**src/rtl/mte_ram.sv**
```systemverilog
`timescale 1ns / 1ps

module mte_ram #(
    parameter int WIDTH = 16,
    parameter int DEPTH = 64
) (
    input  logic                     clk,
    input  logic                     wr_en,
    input  logic [$clog2(DEPTH)-1:0] wr_addr,
    input  logic [WIDTH-1:0]         wr_data,
    input  logic                     rd_en,
    input  logic [$clog2(DEPTH)-1:0] rd_addr,
    output logic [WIDTH-1:0]         rd_data
);

    logic [WIDTH-1:0] mem [DEPTH];
    logic [WIDTH-1:0] rd_data_reg;

    always_ff @(posedge clk)
    begin
        if (wr_en)
        begin
            mem[wr_addr] <= wr_data;
        end
        if (rd_en)
        begin
            rd_data_reg <= mem[rd_addr];
        end
    end

    assign rd_data = rd_data_reg;

endmodule

```
**config.mk**
```make
export PLATFORM = sky130hd
export DESIGN_NAME = mte_ram
export DESIGN_NICKNAME = d
export VERILOG_FILES = /design/src/rtl/mte_ram.sv
export SDC_FILE = /design/constraint.sdc
export NUM_CORES = 1
export LEC_CHECK = 0
export ABC_CLOCK_PERIOD_IN_PS = 6250
export CAP_MARGIN = 0
export CORE_MARGIN = 4
export CORE_UTILIZATION = 40
export DETAILED_ROUTE_END_ITERATION = 8
export DONT_BUFFER_PORTS = 1
export GPL_TIMING_DRIVEN = 0
export PLACE_DENSITY = 0.63
export SLEW_MARGIN = 20
export SYNTH_ARGS = -nofsm -noshare
export SYNTH_HDL_FRONTEND = slang
export SYNTH_SLANG_ARGS = --single-unit
```
**constraint.sdc**
```tcl
create_clock -name clk -period 6.25 [get_ports clk]
set_clock_uncertainty 0.15 [all_clocks]
set_input_delay 1.875 -clock clk [delete_from_list [all_inputs] [get_ports clk]]
set_output_delay 1.875 -clock clk [all_outputs]
set_load 0.01 [all_outputs]
```
==> impl_metrics.json <==
{
  "holdCritStartpoint": "mem[38][14]$_DFFE_PP_",
  "routed_wl_um": 102000,
  "relSlewSlack_pct": 27.2,
  "power_switching_share_pct": 20.5,
  "ant_nets": 0,
  "maxCapViolCount": 0,
  "wl_per_cell_um": 30.1,
  "p_comb_share_pct": 4.3,
  "root_buffer": "clkbuf_16",
  "fp-row-count": 116,
  "syn_inst": 1829,
  "cts_tree": "done",
  "yosys_warnings": 0,
  "hold_buffers": 0,
  "slew_viol_final": 0,
  "peakVddDrop_mv": 0.216,
  "antenna_found_initial": 9,
  "crit_required_ns": 6.44,
  "cts_buffer_depth": 3,
  "setup_ws_ns": 1.70,
  "cp-end-kind": "flop",
  "finalSetupTns_ns": 0,
  "worst_r2r_startpoint": "mem[23][1]$_DFFE_PP_",
  "via_count": 19600,
  "hold_violations": 0,
  "p_leak_uw": 0.0144,
  "final_nets": 2023,
  "hpwlAfterDp_um": 66600,
  "nFillCells": 8202,
  "crit_start": "rd_addr[2]",
  "worstPathArrival_ns": 4.74,
  "path_class": "input pin to flop",
  "synth_edf_count": 1040,
  "synth_area_um2": 40200,
  "post-cts-setup-buffers": 0,
  "start_util_pct": 40.3,
  "die_y_um": 325,
  "synth_ff_type": "edfxtp_1",
  "yosys.area.top_type": "edfxtp_1",
  "grt_pass1_wl_um": 145000,
  "layout_min_cycle_time_ns": 4.55,
  "critPathMaxFanout": 10,
  "io_pins": 47,
  "drc": 0,
  "intPower_uw": 11600,
  "ys_top_cells_by_count": "1040 x edfxtp_1, 220 x mux4_2, 85 x mux2i_1, 72 x nor2_1, 59 x nand2_1",
  "max_slew.worst_pin.slew_ns": 1.09,
  "clkLatencyLatePin_ns": 0.67,
  "first_iter_violations": 2621,
  "grt-ovfl-total": 0,
  "status": "finished, final reports clean",
  "pwr-share-seq_pct": 53.4,
  "r2r_slack_ns": 3.44,
  "gp_congestion": 0.845,
  "setup_violations": 0,
  "synth_top_area_share_pct": 77.7,
  "ys_ff_latch": 1040,
  "dieWidth_um": 325,
  "cts_buffers": 103,
  "io_buffers": 0,
  "avgSynthCellArea_um2": 22.0,
  "power.switching_uw": 2980,
  "area_delta_synth_final_pct": 14.8,
  "finalCritPeriodShare_pct": 72.8,
  "hold_class": "flop to flop",
  "grt_max_degree": 65,
  "crit_path_start_kind": "input pin",
  "ys_async_sr_fraction_pct": 0,
  "cts_num_sinks": 1040,
  "synthesis.nets": 1860,
  "die_area_um2": 106000,
  "largest_reg_flops": 1024,
  "clock.fmax_mhz": 220,
  "coreArea_um2": 99900,
  "grt_usage_pct": 19.1,
  "first_pass_iters": 7,
  "clockPowerShare_pct": 42.3,
  "cts_resized": 0,
  "yosysMostFrequentCell": "edfxtp_1",
  "powerDensity_nw_per_um2": 315,
  "htreeDepth": 3,
  "pre_cts_slack_ns": 1.18,
  "path_clk_slew_ns": 0.06,
  "via_per_inst": 5.80,
  "rsz0062_at_grt": "false",
  "layout-drive-gt1-share_pct": 29.2,
  "synth.distinct_cells": 42,
  "grt_pass1_vias": 19700,
  "synth_area_leaders": "edfxtp_1 78%, mux4_2 12%, mux2i_1 2.1%",
  "synth_seq_area_share_pct": 77.7
}
[placed cells by master, fill, tap and decap left out, types with 4 or more instances in the layout]
| cell | n |
|---|---|
| mux4_1 | 4 |
| a31oi_1 | 8 |
| a21oi_1 | 17 |
| clkbuf_16 | 108 |
| a22oi_1 | 39 |
| buf_12 | 5 |
| nor2_1 | 10 |
| buf_6 | 41 |
| mux2_2 | 27 |
| a22o_1 | 6 |
| clkinvlp_4 | 6 |
| nor2_4 | 8 |
| nand3_1 | 24 |
| clkinv_2 | 28 |
| a311oi_1 | 8 |
| nor2_2 | 56 |
| and4_1 | 5 |
| bufinv_16 | 10 |
| buf_8 | 33 |
| mux4_2 | 220 |
| nand2_1 | 59 |
| edfxtp_1 | 1040 |
| buf_4 | 17 |
| a221oi_1 | 16 |
| clkbuf_1 | 43 |
| a211oi_1 | 8 |
| nand4_1 | 12 |
| a211o_1 | 8 |
| buf_2 | 36 |
| mux2i_1 | 85 |
| o21ai_0 | 5 |
| clkinv_1 | 21 |
| a41oi_1 | 5 |
| nor2b_1 | 30 |
| a221o_1 | 6 |
[per-stage QoR]
step | cell area (um2) | utilization (%) | power [uW] | instances | hold slack, ns
2_1_floorplan | 40200 | - | 8300 | 1829 | 0.678
3_3_place_gp | 41800 | 41.9 | 8510 | 3127 | 0.923
3_5_place_dp | 42800 | 42.8 | 8530 | 3185 | 0.924
4_1_cts | 46200 | 46.2 | 14600 | 3380 | 0.958
5_1_grt | 46200 | 46.2 | 15000 | 3380 | 1.00
6_report | 46200 | 46.2 | 14500 | 3382 | 0.966
[cell families (layout without fill, tap and decap cells)]
| group | count (synthesis) | in the layout | synth area share (%) |
|---|---|---|---|
| AO/OA/AOI/OAI | 129 | 129 | 2.40 |
| buffers and inverters | 104 | 357 | 1.82 |
| flip-flops | 1040 | 1040 | 77.7 |
| multiplexers | 336 | 336 | 15.5 |
| other | 0 | 2 | 0 |
| AND/OR/NAND/NOR | 220 | 220 | 2.64 |
[power groups by stage]
stage,Combinational [uW],Sequential (uW),Clock (uW)
after floorplan,400,7900,0
after global placement,612,7900,0
after detailed placement,630,7900,0
after CTS,631,7750,6230
after global routing,660,7750,6540
final,632,7750,6140
[area by class of cell]
type,instances,area (um2),area share (%)
antenna,2,5.00,0.0108
tap,1298,1620,3.52
timing repair buffer,58,751,1.63
sequential,1040,31200,67.7
multi-input combinational,685,8440,18.3
clock buffer,127,2770,6.01
buffer,104,733,1.59
clock inverter,68,598,1.30
[worst max-delay path, cell delays in order]
cell and delay [ns]:
buf_2 0.31, buf_2 0.42, buf_2 0.41, buf_2 0.37
mux2i_1 0.31, nand3_1 0.14, a31oi_1 0.70, a311oi_1 0.17
[final timing paths]
| kind | cells after the start | endpoint |
|---|---|---|
| worst max register to register | 5 | rd_data[1]$_DFFE_PP_ |
| worst min register to register | 4 | rd_data[14]$_DFFE_PP_ |
| worst min-delay path | 4 | rd_data[14]$_DFFE_PP_ |
| worst max-delay path | 8 | rd_data[1]$_DFFE_PP_ |
[metal layers]
metal / track usage (%) / wire, um / part of all wire (%) / vias up
li1: - / - / - / 8044
met5: 0 / 19 / 0.019 / -
met1: 26.3 / 40700 / 40 / 10400
met4: 6.06 / 3490 / 3.4 / 4
met2: 30.0 / 47800 / 47 / 964
met3: 5.03 / 9900 / 9.7 / 178
Note: power is estimated with default switching activity, not from simulation.
