## config.mk

```make
export PLATFORM = sky130hd
export DESIGN_NAME = mte_tap_mac
export DESIGN_NICKNAME = d
export VERILOG_FILES = /design/src/rtl/mte_pkg.sv /design/src/rtl/mte_tap_mac.sv
export SDC_FILE = /design/constraint.sdc
export NUM_CORES = 1
export LEC_CHECK = 0
export BUFFER_PORTS_ARGS = -buffer_cell sky130_fd_sc_hd__buf_4
export CORE_MARGIN = 4
export CORE_UTILIZATION = 25
export CTS_BUF_LIST = sky130_fd_sc_hd__clkbuf_8
export CTS_CLUSTER_SIZE = 30
export DETAILED_ROUTE_END_ITERATION = 10
export GPL_ROUTABILITY_DRIVEN = 0
export PLACE_DENSITY = 0.46
export SYNTH_ARGS = -nofsm -noshare
export SYNTH_HDL_FRONTEND = slang
export SYNTH_SLANG_ARGS = --single-unit
```

## constraint.sdc

```tcl
create_clock -name clk -period 8.2 [get_ports clk]
set_clock_uncertainty 0.2 [all_clocks]
set_input_delay 1.64 -clock clk [delete_from_list [all_inputs] [get_ports clk]]
set_output_delay 1.64 -clock clk [all_outputs]
set_load 0.02 [all_outputs]
```

## src/rtl/mte_pkg.sv

```systemverilog
`timescale 1ns / 1ps

package mte_pkg;

    localparam int SAMPLE_BITS = 16;
    localparam int DELAY_W     = 13;
    localparam int GAIN_W      = 16;
    localparam int COUNT_W     = 5;
    localparam int MIX_W       = 16;
    localparam int CFG_IDX_W   = 3;
    localparam int CFG_DATA_W  = 16;

    // at most 29 echoes of |g*x| < 2^31 each
    localparam int ACC_W       = 37;
    // Q0.16 gain times Q1.15 mix leaves 31 fraction bits above Q1.15
    localparam int FRAC_SHIFT  = 31;

    localparam logic [MIX_W-1:0]   MIX_UNITY   = 16'h8000;

    localparam logic [DELAY_W-1:0] DELAY_RESET = 13'd2205;
    localparam logic [GAIN_W-1:0]  DECAY_RESET = 16'd32768;
    localparam logic [COUNT_W-1:0] COUNT_RESET = 5'd30;
    localparam logic [MIX_W-1:0]   MIX_RESET   = 16'd32768;

    localparam logic [CFG_IDX_W-1:0] CFG_DELAY = 3'd0;
    localparam logic [CFG_IDX_W-1:0] CFG_DECAY = 3'd1;
    localparam logic [CFG_IDX_W-1:0] CFG_COUNT = 3'd2;
    localparam logic [CFG_IDX_W-1:0] CFG_MIX   = 3'd3;

    typedef struct packed {
        logic signed [SAMPLE_BITS-1:0] in_sample;
        logic                          last_sample;
    } item_t;

    typedef struct packed {
        logic signed [SAMPLE_BITS-1:0] out_sample;
        logic                          clipped;
        logic                          end_of_clip;
    } result_t;

    typedef struct packed {
        logic load;
        logic issue;
        logic use_tap;
    } tap_ctl_t;

endpackage

```

## src/rtl/mte_tap_mac.sv

```systemverilog
`timescale 1ns / 1ps

module mte_tap_mac (
    input  logic                                       clk,
    input  logic                                       rst_n,
    input  mte_pkg::tap_ctl_t                          ctl,
    input  logic        [mte_pkg::GAIN_W-1:0]          decay_gain,
    input  logic signed [mte_pkg::SAMPLE_BITS-1:0]     rd_data,
    output logic signed [mte_pkg::ACC_W-1:0]           acc,
    output logic                                       busy
);

    localparam int GW     = mte_pkg::GAIN_W;
    localparam int PROD_W = mte_pkg::SAMPLE_BITS + GW + 1;
    localparam int AW     = mte_pkg::ACC_W;

    logic [GW-1:0]            gain_reg;
    logic [2*GW-1:0]          gain_prod;
    logic                     s1_valid_reg;
    logic                     s1_use_reg;
    logic [GW-1:0]            s1_gain_reg;
    logic                     s2_valid_reg;
    logic signed [PROD_W-1:0] s2_prod_reg;
    logic signed [PROD_W-1:0] tap_prod;
    logic signed [AW-1:0]     acc_reg;

    // next power of the decay, floored back to Q0.16
    assign gain_prod = gain_reg * decay_gain;
    assign tap_prod  = $signed({1'b0, s1_gain_reg}) * rd_data;

    always_ff @(posedge clk or negedge rst_n)
    begin
        if (!rst_n)
        begin
            s1_valid_reg <= 1'b0;
            s2_valid_reg <= 1'b0;
        end
        else
        begin
            s1_valid_reg <= ctl.issue;
            s2_valid_reg <= s1_valid_reg;
        end
    end

    always_ff @(posedge clk)
    begin
        if (ctl.load)
        begin
            gain_reg <= decay_gain;
        end
        else if (ctl.issue)
        begin
            gain_reg <= gain_prod[2*GW-1:GW];
        end

        if (ctl.issue)
        begin
            s1_use_reg  <= ctl.use_tap;
            s1_gain_reg <= gain_reg;
        end

        // history data lands in the cycle after the read was issued
        if (s1_valid_reg)
        begin
            s2_prod_reg <= s1_use_reg ? tap_prod : '0;
        end

        if (ctl.load)
        begin
            acc_reg <= '0;
        end
        else if (s2_valid_reg)
        begin
            acc_reg <= acc_reg + {{(AW-PROD_W){s2_prod_reg[PROD_W-1]}}, s2_prod_reg};
        end
    end

    assign acc  = acc_reg;
    assign busy = s1_valid_reg | s2_valid_reg;

endmodule

```

==> impl_metrics.env <==
export IMPL_outcome="finished, final reports clean"
export IMPL_grt_first_pass_wirelength_um=99500
export IMPL_criticalPathCategory="in2reg"
export IMPL_grt_usage=0.134
export IMPL_cts_buffers=9
export IMPL_cp_start_kind="primary input"
export IMPL_clk_latency_ns=0.43
export IMPL_antenna_found_initial=4
export IMPL_core_um2=88500
export IMPL_ctsHoldBuffers=0
export IMPL_layout_commonest_cell="inv_1"
export IMPL_dr_total_vias=16088
export IMPL_max_cap_viol_count=0
export IMPL_multi_input_area_um2=17400
export IMPL_final_min_clock_period_ns=7.55
export IMPL_gr_total_overflow=0
export IMPL_slew_viol_final=0
export IMPL_finalHoldViolations=0
export IMPL_dp_hpwl_um=49300
export IMPL_start_util=0.253
export IMPL_nets=3148
export IMPL_die_area_um2=94300
export IMPL_drtIter0Drc=589
export IMPL_first_pass_iters=5
export IMPL_most_common_layout_cells="inv_1 (482), fa_1 (388), nand2_1 (313)"
export IMPL_ant_nets=0
export IMPL_route_detailed_drc=0
export IMPL_layout_setup_ws_ns=0.651
export IMPL_wire_per_inst_um=17.1
export IMPL_syn_nets=3130
export IMPL_n_fill_cell=9547
export IMPL_die_w_um=307
export IMPL_synthArstFlopShare=0.0190
export IMPL_crit_path_end_kind="register"
export IMPL_pin_count=75
export IMPL_htreeDepth=3
export IMPL_ys_ff_latch=105
export IMPL_whs_path_depth=2
export IMPL_crit_arrival_ns=7.53
export IMPL_synth_top_cell_area_share=0.347
export IMPL_rsz0062_at_grt="false"
export IMPL_yosys_most_used_dff="edfxtp_1"
export IMPL_grt_pass1_vias=17235
export IMPL_die_h_um=307
export IMPL_largest_reg_flops=37
export IMPL_ys_warn_count=0
export IMPL_post_cts_buffers=0
export IMPL_rows=109
export IMPL_clock_sinks=105
export IMPL_synth_edff_count=66
export IMPL_synthesis_area_um2=22400
export IMPL_drt_total_wl_um=62000
export IMPL_slew_headroom=0.362
export IMPL_cts_tree="done"
export IMPL_portBuffers=74
export IMPL_dpl_cell_count=3618
export IMPL_final_layout_size_suffix_gt1_frac=0.0587
export IMPL_yosysSeqAreaShare=0.124
export IMPL_r2r_worst_path_cells=21
export IMPL_syn_to_final_growth_pct=9.11
export IMPL_fin_cells=3635
export IMPL_vias_per_cell=4.43
export IMPL_avgSynthCellArea_um2=9.14
export IMPL_clock_path_buffers=2
export IMPL_fin_crit_sh=0.921
export IMPL_max_freq_mhz=132
export IMPL_yosysTopAreaCell="fa_1"
export IMPL_setup_tns_final_ns=0
export IMPL_root_buffer="clkbuf_8"
export IMPL_grt_max_degree=84
export IMPL_ys_top_cells_by_area="fa_1 (35%), ha_1 (14%), edfxtp_1 (8.9%)"
export IMPL_hold_class="reg2reg"
export IMPL_setup_viol=0
export IMPL_worst_pin_slew_ns=0.958
export IMPL_worstPathRequired_ns=8.18
export IMPL_pre_cts_ws_ns=0.194
export IMPL_ctsResizeCount=0
export IMPL_clk_pin_slew_worst_paths_ns=0.13
export IMPL_synthCells=2446
export IMPL_ys_types=74
export IMPL_seq_area_um2=2770
export IMPL_cp_max_fo=17
worst paths after layout:
check	start	to	slack (ns)
max	decay_gain[7]	gain_reg[15]	0.65
min	acc[1]	acc[1]	0.32
max reg2reg	gain_reg[11]	gain_reg[15]	1.09
min reg2reg	acc[1]	acc[1]	0.32
max in group asynchronous	rst_n	s2_valid_reg	6.86
min in group asynchronous	rst_n	s1_valid_reg	0.81
kinds of logic after synthesis:
family                   share of synthesized area
buffers and inverters                       0.0958
flip-flops                                   0.124
multiplexers                                0.0104
XOR/XNOR                                    0.0235
adder cells (fa/ha/maj)                      0.492
AO/OA/AOI/OAI                               0.0847
AND/OR/NAND/NOR                              0.169
cell usage after synthesis, types with 33 or more instances:
| cell type | number |
|---|---|
| edfxtp_1 | 66 |
| clkbuf_1 | 82 |
| and2_1 | 245 |
| nand2_1 | 313 |
| xnor2_1 | 33 |
| fa_1 | 388 |
| ha_1 | 259 |
| nor2_1 | 111 |
| a21o_1 | 38 |
| inv_1 | 482 |
| a21oi_1 | 78 |
| dfxtp_1 | 37 |
through the flow:
stage | hold WS (ns) | area [um^2] | util
finish | 0.325 | 24400 | 0.276
global route | 0.351 | 24400 | 0.276
CTS | 0.327 | 24400 | 0.276
detailed placement | 0.306 | 24200 | 0.273
global placement | 0.303 | 24200 | 0.273
floorplan | 0.306 | 22400 | -
final cells by class:
type,instances,share of cell area
inverter,483,0.0743
clock inverter,7,0.00308
clock buffer,9,0.00508
antenna,1,0.000103
timing repair buffer,94,0.0289
multi-input combinational,1771,0.715
tap,1165,0.0598
sequential,105,0.114
per-layer routing:
layer  vias to the layer above  wire length (um)  global-route usage
li1                       7670                 -                   -
met5                         -                 0                   0
met1                      8174             27800               0.178
met3                        42              1840              0.0152
met2                       202             31700               0.241
met4                         0               654              0.0169
worst max-delay path, stage by stage:
cell and delay (ns):
buf_4 0.25, nand2_1 0.12, fa_1 0.53, fa_1 0.52, inv_1 0.06, fa_1 0.56, fa_1 0.43, fa_1 0.49
inv_1 0.05, fa_1 0.52, inv_1 0.06, ha_1 0.36, a21o_1 0.23, a21o_1 0.21, a2111oi_4 0.31, a221oi_2 0.12
buf_4 0.19, a21oi_2 0.17, a21oi_2 0.10, o41ai_2 0.24, xnor2_1 0.11, mux2_2 0.26
Power is left out: the tool's default activity adds up to more than one toggle a clock period on the data nets, which glitch-free logic cannot reach.
